--- config.mk ---
export PLATFORM = sky130hd
export DESIGN_NAME = key_debounce_long_press_repeat_core
export DESIGN_NICKNAME = d
export VERILOG_FILES = /design/src/rtl/core/kdlpr_pkg.sv /design/src/rtl/core/kdlpr_lane.sv /design/src/rtl/core/kdlpr_merge.sv /design/src/rtl/core/key_debounce_long_press_repeat_core.sv
export VERILOG_INCLUDE_DIRS = /design/src /design/src/rtl/core
export SDC_FILE = /design/constraint.sdc
export NUM_CORES = 1
export LEC_CHECK = 0
export ABC_AREA = 1
export ABC_CLOCK_PERIOD_IN_PS = 4400
export BUFFER_PORTS_ARGS = -buffer_cell sky130_fd_sc_hd__buf_2
export CAP_MARGIN = 20
export CORE_ASPECT_RATIO = 0.5
export CORE_MARGIN = 5
export CORE_UTILIZATION = 33
export CTS_CLUSTER_SIZE = 25
export DETAILED_ROUTE_END_ITERATION = 8
export GPL_ROUTABILITY_DRIVEN = 0
export PLACE_DENSITY_LB_ADDON = 0.1
export SLEW_MARGIN = 0
export SYNTH_ARGS = -nofsm -noshare
export SYNTH_HDL_FRONTEND = slang
export SYNTH_SLANG_ARGS = --single-unit
--- constraint.sdc ---
create_clock -name clk -period 4.4 [get_ports clk]
set_input_delay 0.88 -clock clk [delete_from_list [all_inputs] [get_ports clk]]
set_output_delay 0.88 -clock clk [all_outputs]
set_load 0.005 [all_outputs]
--- src/rtl/core/key_debounce_long_press_repeat_core_macros.svh ---
// ---------------------------------------------------------------------------
// key debounce core assertion macros
// shared concurrent assertion forms, clocked on clk with synchronous reset
// ---------------------------------------------------------------------------
`ifndef KEY_DEBOUNCE_LONG_PRESS_REPEAT_CORE_MACROS_SVH
`define KEY_DEBOUNCE_LONG_PRESS_REPEAT_CORE_MACROS_SVH

// same-cycle implication, disabled while reset is held
`define KDLPR_ASSERT_SAME(label, ante, cons) \
  label: assert property (@(posedge clk) disable iff (!rst_n) (ante) |-> (cons)) \
    else $error("kdlpr same-cycle check failed");

// next-cycle implication, disabled while reset is held
`define KDLPR_ASSERT_NEXT(label, ante, cons) \
  label: assert property (@(posedge clk) disable iff (!rst_n) (ante) |=> (cons)) \
    else $error("kdlpr next-cycle check failed");

`endif

--- src/rtl/core/kdlpr_pkg.sv ---
// ---------------------------------------------------------------------------
// kdlpr_pkg
// types and constants shared by the key debounce lanes, merge and top level
// ---------------------------------------------------------------------------
package kdlpr_pkg;

  // widths fixed by the register and field definitions
  localparam int CNT_W     = 16;
  localparam int EV_W      = 3;
  localparam int CFG_IDX_W = 2;

  // register indexes on the configuration port
  localparam logic [CFG_IDX_W-1:0] CFG_DEBOUNCE   = 2'd0;
  localparam logic [CFG_IDX_W-1:0] CFG_LONG_PRESS = 2'd1;
  localparam logic [CFG_IDX_W-1:0] CFG_REPEAT     = 2'd2;

  // register values after reset
  localparam logic [CNT_W-1:0] DEBOUNCE_RST   = 16'd20;
  localparam logic [CNT_W-1:0] LONG_PRESS_RST = 16'd800;
  localparam logic [CNT_W-1:0] REPEAT_RST     = 16'd150;

  // per-key mode
  typedef enum logic [1:0] {
    MODE_IDLE     = 2'd0,
    MODE_DEBOUNCE = 2'd1,
    MODE_PRESSED  = 2'd2,
    MODE_LONG     = 2'd3
  } mode_t;

  // per-key event code
  typedef enum logic [EV_W-1:0] {
    EV_NONE   = 3'd0,
    EV_DOWN   = 3'd1,
    EV_UP     = 3'd2,
    EV_LONG   = 3'd3,
    EV_REPEAT = 3'd4
  } event_t;

  // timing registers as seen by every lane
  typedef struct packed {
    logic [CNT_W-1:0] debounce_ticks;
    logic [CNT_W-1:0] long_press_ticks;
    logic [CNT_W-1:0] repeat_ticks;
  } cfg_t;

endpackage

--- src/rtl/core/kdlpr_lane.sv ---
// ---------------------------------------------------------------------------
// kdlpr_lane
// one key: edge detect, mode tracking and a shared countdown per tick
// ---------------------------------------------------------------------------
module kdlpr_lane (
  input  logic              clk,
  input  logic              rst_n,
  input  logic              step,
  input  logic              level,
  input  kdlpr_pkg::cfg_t   cfg,
  output kdlpr_pkg::event_t ev
);
  import kdlpr_pkg::*;

  mode_t            mode_r, mode_nxt;
  logic [CNT_W-1:0] cnt_r, cnt_nxt;
  logic             prev_r;
  logic             fell;
  logic             restart;
  logic             expired;

  // falling edge restarts the debounce only from idle or debouncing
  assign fell    = prev_r & ~level;
  assign restart = fell & ((mode_r == MODE_IDLE) | (mode_r == MODE_DEBOUNCE));
  assign expired = (cnt_r <= CNT_W'(1));

  // next mode and countdown
  always_comb begin
    mode_nxt = mode_r;
    cnt_nxt  = cnt_r;
    if (restart) begin
      mode_nxt = MODE_DEBOUNCE;
      cnt_nxt  = cfg.debounce_ticks;
    end else if (mode_r == MODE_IDLE) begin
      cnt_nxt = '0;
    end else if (!expired) begin
      cnt_nxt = cnt_r - CNT_W'(1);
    end else begin
      case (mode_r)
        MODE_DEBOUNCE: begin
          if (!level) begin
            mode_nxt = MODE_PRESSED;
            cnt_nxt  = cfg.long_press_ticks;
          end else begin
            mode_nxt = MODE_IDLE;
            cnt_nxt  = '0;
          end
        end
        MODE_PRESSED, MODE_LONG: begin
          if (!level) begin
            mode_nxt = MODE_LONG;
            cnt_nxt  = cfg.repeat_ticks;
          end else begin
            mode_nxt = MODE_IDLE;
            cnt_nxt  = '0;
          end
        end
        default: begin
          mode_nxt = MODE_IDLE;
          cnt_nxt  = '0;
        end
      endcase
    end
  end

  // event of this tick, only on an expiry check
  always_comb begin
    ev = EV_NONE;
    if (!restart && (mode_r != MODE_IDLE) && expired) begin
      case (mode_r)
        MODE_DEBOUNCE: ev = level ? EV_NONE : EV_DOWN;
        MODE_PRESSED:  ev = level ? EV_UP   : EV_LONG;
        MODE_LONG:     ev = level ? EV_UP   : EV_REPEAT;
        default:       ev = EV_NONE;
      endcase
    end
  end

  // lane state, advanced once per accepted tick
  always_ff @(posedge clk) begin
    if (!rst_n) begin
      mode_r <= MODE_IDLE;
      cnt_r  <= '0;
      prev_r <= 1'b1;
    end else if (step) begin
      mode_r <= mode_nxt;
      cnt_r  <= cnt_nxt;
      prev_r <= level;
    end
  end

endmodule

--- src/rtl/core/kdlpr_merge.sv ---
// ---------------------------------------------------------------------------
// kdlpr_merge
// packs the lane events into one result and holds it in a two-entry
// output buffer so a stalled sink does not stop the next tick
// ---------------------------------------------------------------------------
module kdlpr_merge #(
  parameter int NUM_KEYS = 2,
  localparam int OUT_W   = ((NUM_KEYS * kdlpr_pkg::EV_W + 7) / 8) * 8
) (
  input  logic              clk,
  input  logic              rst_n,
  input  logic              push,
  input  kdlpr_pkg::event_t lane_ev [NUM_KEYS],
  output logic              space,
  output logic              out_tvalid,
  input  logic              out_tready,
  output logic [OUT_W-1:0]  out_tdata
);
  import kdlpr_pkg::*;

  logic [OUT_W-1:0] packed_ev;
  logic [OUT_W-1:0] main_data_r, main_data_nxt;
  logic [OUT_W-1:0] skid_data_r, skid_data_nxt;
  logic             main_vld_r, main_vld_nxt;
  logic             skid_vld_r, skid_vld_nxt;
  logic             pop;

  // lane i lands in bits [3i+2:3i], padding stays zero
  always_comb begin
    packed_ev = '0;
    for (int i = 0; i < NUM_KEYS; i++) begin
      packed_ev[i*EV_W +: EV_W] = lane_ev[i];
    end
  end

  assign pop = main_vld_r & out_tready;

  // buffer next state
  always_comb begin
    main_data_nxt = main_data_r;
    main_vld_nxt  = main_vld_r;
    skid_data_nxt = skid_data_r;
    skid_vld_nxt  = skid_vld_r;
    if (pop || !main_vld_r) begin
      main_data_nxt = skid_vld_r ? skid_data_r : packed_ev;
      main_vld_nxt  = skid_vld_r | push;
      skid_vld_nxt  = 1'b0;
    end else if (push) begin
      skid_data_nxt = packed_ev;
      skid_vld_nxt  = 1'b1;
    end
  end

  // control flags reset, payload free-running
  always_ff @(posedge clk) begin
    if (!rst_n) begin
      main_vld_r <= 1'b0;
      skid_vld_r <= 1'b0;
    end else begin
      main_vld_r <= main_vld_nxt;
      skid_vld_r <= skid_vld_nxt;
    end
  end

  always_ff @(posedge clk) begin
    main_data_r <= main_data_nxt;
    skid_data_r <= skid_data_nxt;
  end

  assign space      = ~skid_vld_r;
  assign out_tvalid = main_vld_r;
  assign out_tdata  = main_data_r;

endmodule

--- src/rtl/core/key_debounce_long_press_repeat_core.sv ---
// ---------------------------------------------------------------------------
// key_debounce_long_press_repeat_core
// Each input transaction is one time tick carrying the levels of NUM_KEYS
// active-low keys; each key has its own lane that debounces it and reports
// DOWN, LONG, REPEAT and UP events. One result transaction is produced per
// tick. A tick is taken every clock cycle while the output buffer has room;
// lane events are combinational and each result is registered. While the
// sink stalls, a two-entry output buffer takes one more tick and then holds
// the input off until its spare entry has moved on. The user must write the
// timing registers via the cfg port only while no tick is pending; the block does not check.
// ---------------------------------------------------------------------------
`include "key_debounce_long_press_repeat_core_macros.svh"

module key_debounce_long_press_repeat_core #(
  parameter int NUM_KEYS = 2,
  localparam int IN_W    = ((NUM_KEYS + 7) / 8) * 8,
  localparam int OUT_W   = ((NUM_KEYS * kdlpr_pkg::EV_W + 7) / 8) * 8
) (
  input  logic                             clk,
  input  logic                             rst_n,
  // input tick stream
  input  logic                             in_tvalid,
  output logic                             in_tready,
  input  logic [IN_W-1:0]                  in_tdata,   // key1_level, key2_level, ...
  // event stream
  output logic                             out_tvalid,
  input  logic                             out_tready,
  output logic [OUT_W-1:0]                 out_tdata,  // key1_event[2:0], key2_event[5:3], ...
  // configuration writes
  input  logic                             cfg_we,
  input  logic [kdlpr_pkg::CFG_IDX_W-1:0]  cfg_index,
  input  logic [kdlpr_pkg::CNT_W-1:0]      cfg_wdata
);
  import kdlpr_pkg::*;

  cfg_t   cfg_r;
  event_t lane_ev [NUM_KEYS];
  logic   space;
  logic   step;

  // timing registers; unknown indexes are dropped
  always_ff @(posedge clk) begin
    if (!rst_n) begin
      cfg_r.debounce_ticks   <= DEBOUNCE_RST;
      cfg_r.long_press_ticks <= LONG_PRESS_RST;
      cfg_r.repeat_ticks     <= REPEAT_RST;
    end else if (cfg_we) begin
      case (cfg_index)
        CFG_DEBOUNCE:   cfg_r.debounce_ticks   <= cfg_wdata;
        CFG_LONG_PRESS: cfg_r.long_press_ticks <= cfg_wdata;
        CFG_REPEAT:     cfg_r.repeat_ticks     <= cfg_wdata;
        default:        ;
      endcase
    end
  end

  // a tick advances every lane when the buffer has room
  assign in_tready = space;
  assign step      = in_tvalid & in_tready;

  // one lane per key
  for (genvar g = 0; g < NUM_KEYS; g++) begin : g_lane
    kdlpr_lane u_lane (
      .clk   (clk),
      .rst_n (rst_n),
      .step  (step),
      .level (in_tdata[g]),
      .cfg   (cfg_r),
      .ev    (lane_ev[g])
    );
  end

  // event packing and output buffer
  kdlpr_merge #(
    .NUM_KEYS (NUM_KEYS)
  ) u_merge (
    .clk        (clk),
    .rst_n      (rst_n),
    .push       (step),
    .lane_ev    (lane_ev),
    .space      (space),
    .out_tvalid (out_tvalid),
    .out_tready (out_tready),
    .out_tdata  (out_tdata)
  );

  // an accepted tick always leaves a result behind
  `KDLPR_ASSERT_NEXT(a_tick_gives_result, step, out_tvalid)
  // the spare entry only fills behind a held result
  `KDLPR_ASSERT_SAME(a_skid_behind_main, !in_tready, out_tvalid)
  // first key never reports an undefined event code
  `KDLPR_ASSERT_SAME(a_ev_code_range, out_tvalid, out_tdata[2:0] <= EV_REPEAT)

endmodule
Yosys cells after proc, flatten, opt, wreduce, memory -nomap -nowiden
Index checks and enable logic that the tools add are counted.
{"block": "word_totals", "in_bits": 31, "ff_bits": 100, "out_inout_bits": 10}
{"block": "classes", "bitwise_logic": 14, "eq_ne": 10, "n_mux": 35, "n_reduce_logical": 24, "n_lt_le_gt_ge": 2, "add_sub_neg": 2}
{"op": "$mux W16", "n": 10}
{"op": "$pmux W16 S2", "n": 2}
{"op": "$le A16 B1 Y1 const B", "n": 2}
{"op": "$sub A16 B1 Y16 const B", "n": 2}
{"op": "$mux W2", "n": 10}
{"op": "$pmux W3 S3", "n": 2}
{"op": "$mux W3", "n": 4}
{"op": "$eq A2 B2 Y1 const B", "n": 5}
{"op": "$pmux W2 S2", "n": 2}
{"op": "$reduce_and A2 Y1", "n": 4}
{"op": "$reduce_bool A2 Y1", "n": 4}
{"op": "$and A1 B1 Y1", "n": 6}
{"op": "$eq A2 B1 Y1 const B", "n": 3}
{"op": "$logic_not A2 Y1", "n": 3}
{"op": "$mux W6", "n": 1}
{"op": "$reduce_and A3 Y1", "n": 2}
{"op": "$reduce_or A2 Y1", "n": 3}
{"op": "$not A1 Y1", "n": 5}
{"op": "$logic_and A1 B1 Y1", "n": 4}
{"op": "$mux W1", "n": 4}
{"op": "$ne A2 B1 Y1 const B", "n": 2}
{"op": "$logic_not A1 Y1", "n": 3}
{"op": "$or A1 B1 Y1", "n": 3}
{"op": "$logic_or A1 B1 Y1", "n": 1}

Longest topological paths before layout
{"block": "logic_depth", "depth_word": 8, "depth_mapped": 10, "depth_no_buf": 10}

Modules after synthesis
A second synthesis with hierarchy kept.
{"block": "unflattened", "hier_cells": 970, "hier_area_um2": 6148.4}
{"mod": "key_debounce_long_press_repeat_core", "seq_area_each_um2": 960.9, "cells_each": 296, "n_inst": 1, "area_per_inst_um2": 2015.7}
{"mod": "kdlpr_lane (g_lane[0].u_lane)", "seq_area_each_um2": 380.4, "cells_each": 314, "n_inst": 1, "area_per_inst_um2": 1798.0}
{"mod": "kdlpr_lane (g_lane[1].u_lane)", "seq_area_each_um2": 380.4, "cells_each": 314, "n_inst": 1, "area_per_inst_um2": 1796.7}
{"mod": "kdlpr_merge", "seq_area_each_um2": 400.4, "cells_each": 46, "n_inst": 1, "area_per_inst_um2": 538.0}

Worst setup path before layout
Ideal clock, no wire load.
{"block": "synth_timing", "path_kind": "input -> register", "start": "input in_tvalid", "end": "register u_merge.skid_data_r[0] (enable)", "t_arrival_ns": 1.625, "cell_stages": 5, "slack_ns": 2.425, "path_buffers": 1, "cell_sequence": "inv_1 > nor2_2 > inv_2 > buf_1 > nor2_1"}
{"block": "synth_via", "elab_chain_len": 2}
{"item": "from (decl)", "line": "key_debounce_long_press_repeat_core.sv:22", "source": "input logic in_tvalid,"}
{"item": "$and A1 B1 Y1", "line": "key_debounce_long_press_repeat_core.sv:59", "source": "assign step = in_tvalid & in_tready;"}
{"item": "$reduce_and A2 Y1 (no line)"}
{"item": "to (signal assigned)", "line": "kdlpr_merge.sv:67", "source": "skid_data_r <= skid_data_nxt;"}
{"item": "to (decl)", "line": "kdlpr_merge.sv:23", "source": "logic [OUT_W-1:0] skid_data_r, skid_data_nxt;"}
No other way between the ends.
A chain may end at the register's enable or synchronous reset.

Worst setup path in the final report
{"block": "layout_timing", "start": "input in_tvalid", "end": "register u_merge.skid_data_r[1] (enable)"}
Same word-level chain as after synthesis.

==> flow_metrics.tcl <==
set metrics [dict create \
    final_nets 856 \
    whs_ns 0.488 \
    grt_pass1_vias 5004 \
    grt_pass1_wl_um 28600 \
    rows 33 \
    layout_common_cells "nand2_1 (197), nor2_1 (118), dfxtp_1 (88)" \
    vdd_drop_max_v 0.000183 \
    syn_inst 809 \
    dieArea_um2 19700 \
    skew_ns 0.00949 \
    status "completed" \
    critPathMaxFanout 39 \
    timing.final.crit_share_pct 51.5 \
    cts_tree "yes" \
    setup_viol 0 \
    synth_xor_area_share_pct 1.58 \
    layout_min_cycle_time_ns 2.27 \
    start_kind "primary input" \
    synth_compound_area_share_pct 18.2 \
    drive_above_1_share_pct 12.8 \
    die_h_um 102 \
    synth_top_area_cell "dfxtp_1" \
    htreeDepth 3 \
    grt.overflow.total 0 \
    hpwl_um 12400 \
    synth.area.mux_share_pct 0 \
    postRouteAntennaNets 0 \
    synth-seq-area-share_pct 38.2 \
    cts_sinks 100 \
    drt_iter0_drc 443 \
    yosys.area.top_type_share_pct 31.7 \
    final_common_cell "nand2_1" \
    wl_met3_um 1140 \
    highest_layer "met5" \
    syn_avg_cell_area_um2 6.87 \
    clock_path_buffers 2 \
    fin_tns_setup_ns 0 \
    finalWirelength_um 17800 \
    wl_per_cell_um 16.9 \
    placed_area_um2 5850 \
    max_freq_mhz 441 \
    grt_max_degree 60 \
    start_util_pct 33.8 \
    yosysWarningCount 0 \
    wl_met2_um 7270 \
    synthAdderAreaFrac_pct 0.900 \
    finalHoldViolCount 0 \
    die_w_um 194 \
    drc 0 \
    multiInputGateArea_um2 3060 \
    critPathCaptureType "flop" \
    synth-seq-cells 100 \
    antenna_found_initial 1 \
    post-route-util_pct 37.4 \
    cts_root_buffer "clkbuf_16" \
    clk_pin_slew_ns 0.08 \
    track_usage_pct 18.4 \
    regArea_um2 2120 \
    worstMarginPinSlew_ns 1.07 \
    post_cts_buffers 0 \
    area_growth_pct 10.4 \
    clock_latency_ns 0.35 \
    leakagePower_nw 2.57 \
    fillers 1843 \
    vias 5340 \
    hold_path_class "reg2reg" \
    synthSimpleGateAreaFrac_pct 34.3 \
    io_pins 41 \
    synthTopCellsByArea "dfxtp_1 (32%), nand2_1 (13%), nor2_1 (8.0%), o21ai_0 (6.7%), edfxtp_1 (6.5%)" \
    cts_hold_buffers 0 \
    fin_area_um2 6140 \
    core_area_um2 16400 \
    cp_data_arrival_time_ns 2.27 \
    synth_top_family_by_area "simple AND/OR/NAND/NOR gates" \
    cts_resized 0 \
    synthesis.area_um2 5560 \
    firstDrtPassIters 5 \
    synth_cell_types 41 \
    required_ns 4.40 \
    slew_viol_final 0 \
    rsz0062_at_grt "no" \
    cts_buffers 9 \
    m1WireLength_um 9230 \
    path_class "in2reg" \
    maxSlewHeadroom_pct 28.5 \
    via_per_inst 5.07 \
    maxCapViolCount 0 \
    io_buffers 32 \
    diodes 0 \
    p_per_area_nw_per_um2 365 \
]
==> synth_stat cells (all sizes together) <==
| cell type | n |
|---|---|
| nand3b | 1 |
| a31oi | 1 |
| nand3 | 67 |
| xor2 | 4 |
| o21bai | 5 |
| nand2 | 206 |
| a21oi | 70 |
| clkbuf | 18 |
| nor2 | 141 |
| a22oi | 23 |
| nor4 | 1 |
| xnor2 | 6 |
| inv | 47 |
| conb | 1 |
| buf | 19 |
| o211ai | 2 |
| edfxtp | 12 |
| o21ai | 77 |
| a211oi | 3 |
| nand4 | 9 |
| clkinv | 2 |
| dfxtp | 88 |
| ha | 4 |
| nor3 | 2 |
==> logic make-up (layout without fill, tap and decap cells) <==
group,after synthesis,after routing
AO/OA/AOI/OAI,181,181
XOR/XNOR,10,10
flip-flops,100,100
adder cells (fa/ha/maj),4,4
buffers and inverters,86,102
other,1,2
AND/OR/NAND/NOR,427,427
==> registers in the layout (all words and copies together), names as in the netlist <==
register / flops
u_merge.out_tvalid: 1
u_merge.skid_data_r: 6
u_merge.out_tdata: 6
g_lane.u_lane.mode_r: 4
g_lane.u_lane.prev_r: 2
u_merge.skid_vld_r: 1
g_lane.u_lane.cnt_r: 32
cfg_r: 48
==> final timing paths <==
check / from / endpoint / slack [ns] / depth (start not counted)
max: in_tvalid / u_merge.skid_data_r[1]$_DFFE_PP_ / 2.13 / 7
min: cfg_r[4]$_SDFFE_PN1P_ / cfg_r[4]$_SDFFE_PN1P_ / 0.49 / 2
max reg2reg: g_lane[1].u_lane.cnt_r[0]$_SDFFE_PN0P_ / g_lane[1].u_lane.cnt_r[4]$_SDFFE_PN0P_ / 2.31 / 10
min reg2reg: cfg_r[4]$_SDFFE_PN1P_ / cfg_r[4]$_SDFFE_PN1P_ / 0.49 / 2
==> routing by layer <==
layer	vias up	GRT usage, %
li1	2708	-
met1	2485	27.8
met2	135	27.0
met3	10	3.99
met4	2	3.26
met5	-	0
==> area by class of cell <==
cell class	instances	share of cell area (%)
clock buffers	10	3.73
clock inverters	6	0.937
inverters	49	3.02
multi-input cells	624	49.9
flip-flops and latches	100	34.6
well taps	227	4.63
repair buffers	37	3.22
==> power by group <==
group          switching, mW  internal, mW
Sequential            0.0565         0.971
Clock                  0.392         0.398
Combinational          0.286         0.137
Total                  0.734          1.51
==> worst max-delay path, stage by stage <==
cell	delay, ns
buf_2	0.07
inv_1	0.07
nor2_2	0.08
buf_4	0.40
inv_2	0.04
buf_4	0.26
nor2_1	0.44
==> through the flow <==
stage               power [mW]  std cells  setup slack, ns
finish                    2.24       1053             2.13
global route              2.36       1053             2.02
detailed placement        1.47       1037             1.74
global placement          1.47       1037             1.75
CTS                       2.26       1053             2.12
floorplan                 1.35        810             2.43
(Power assumes the default switching activity.)
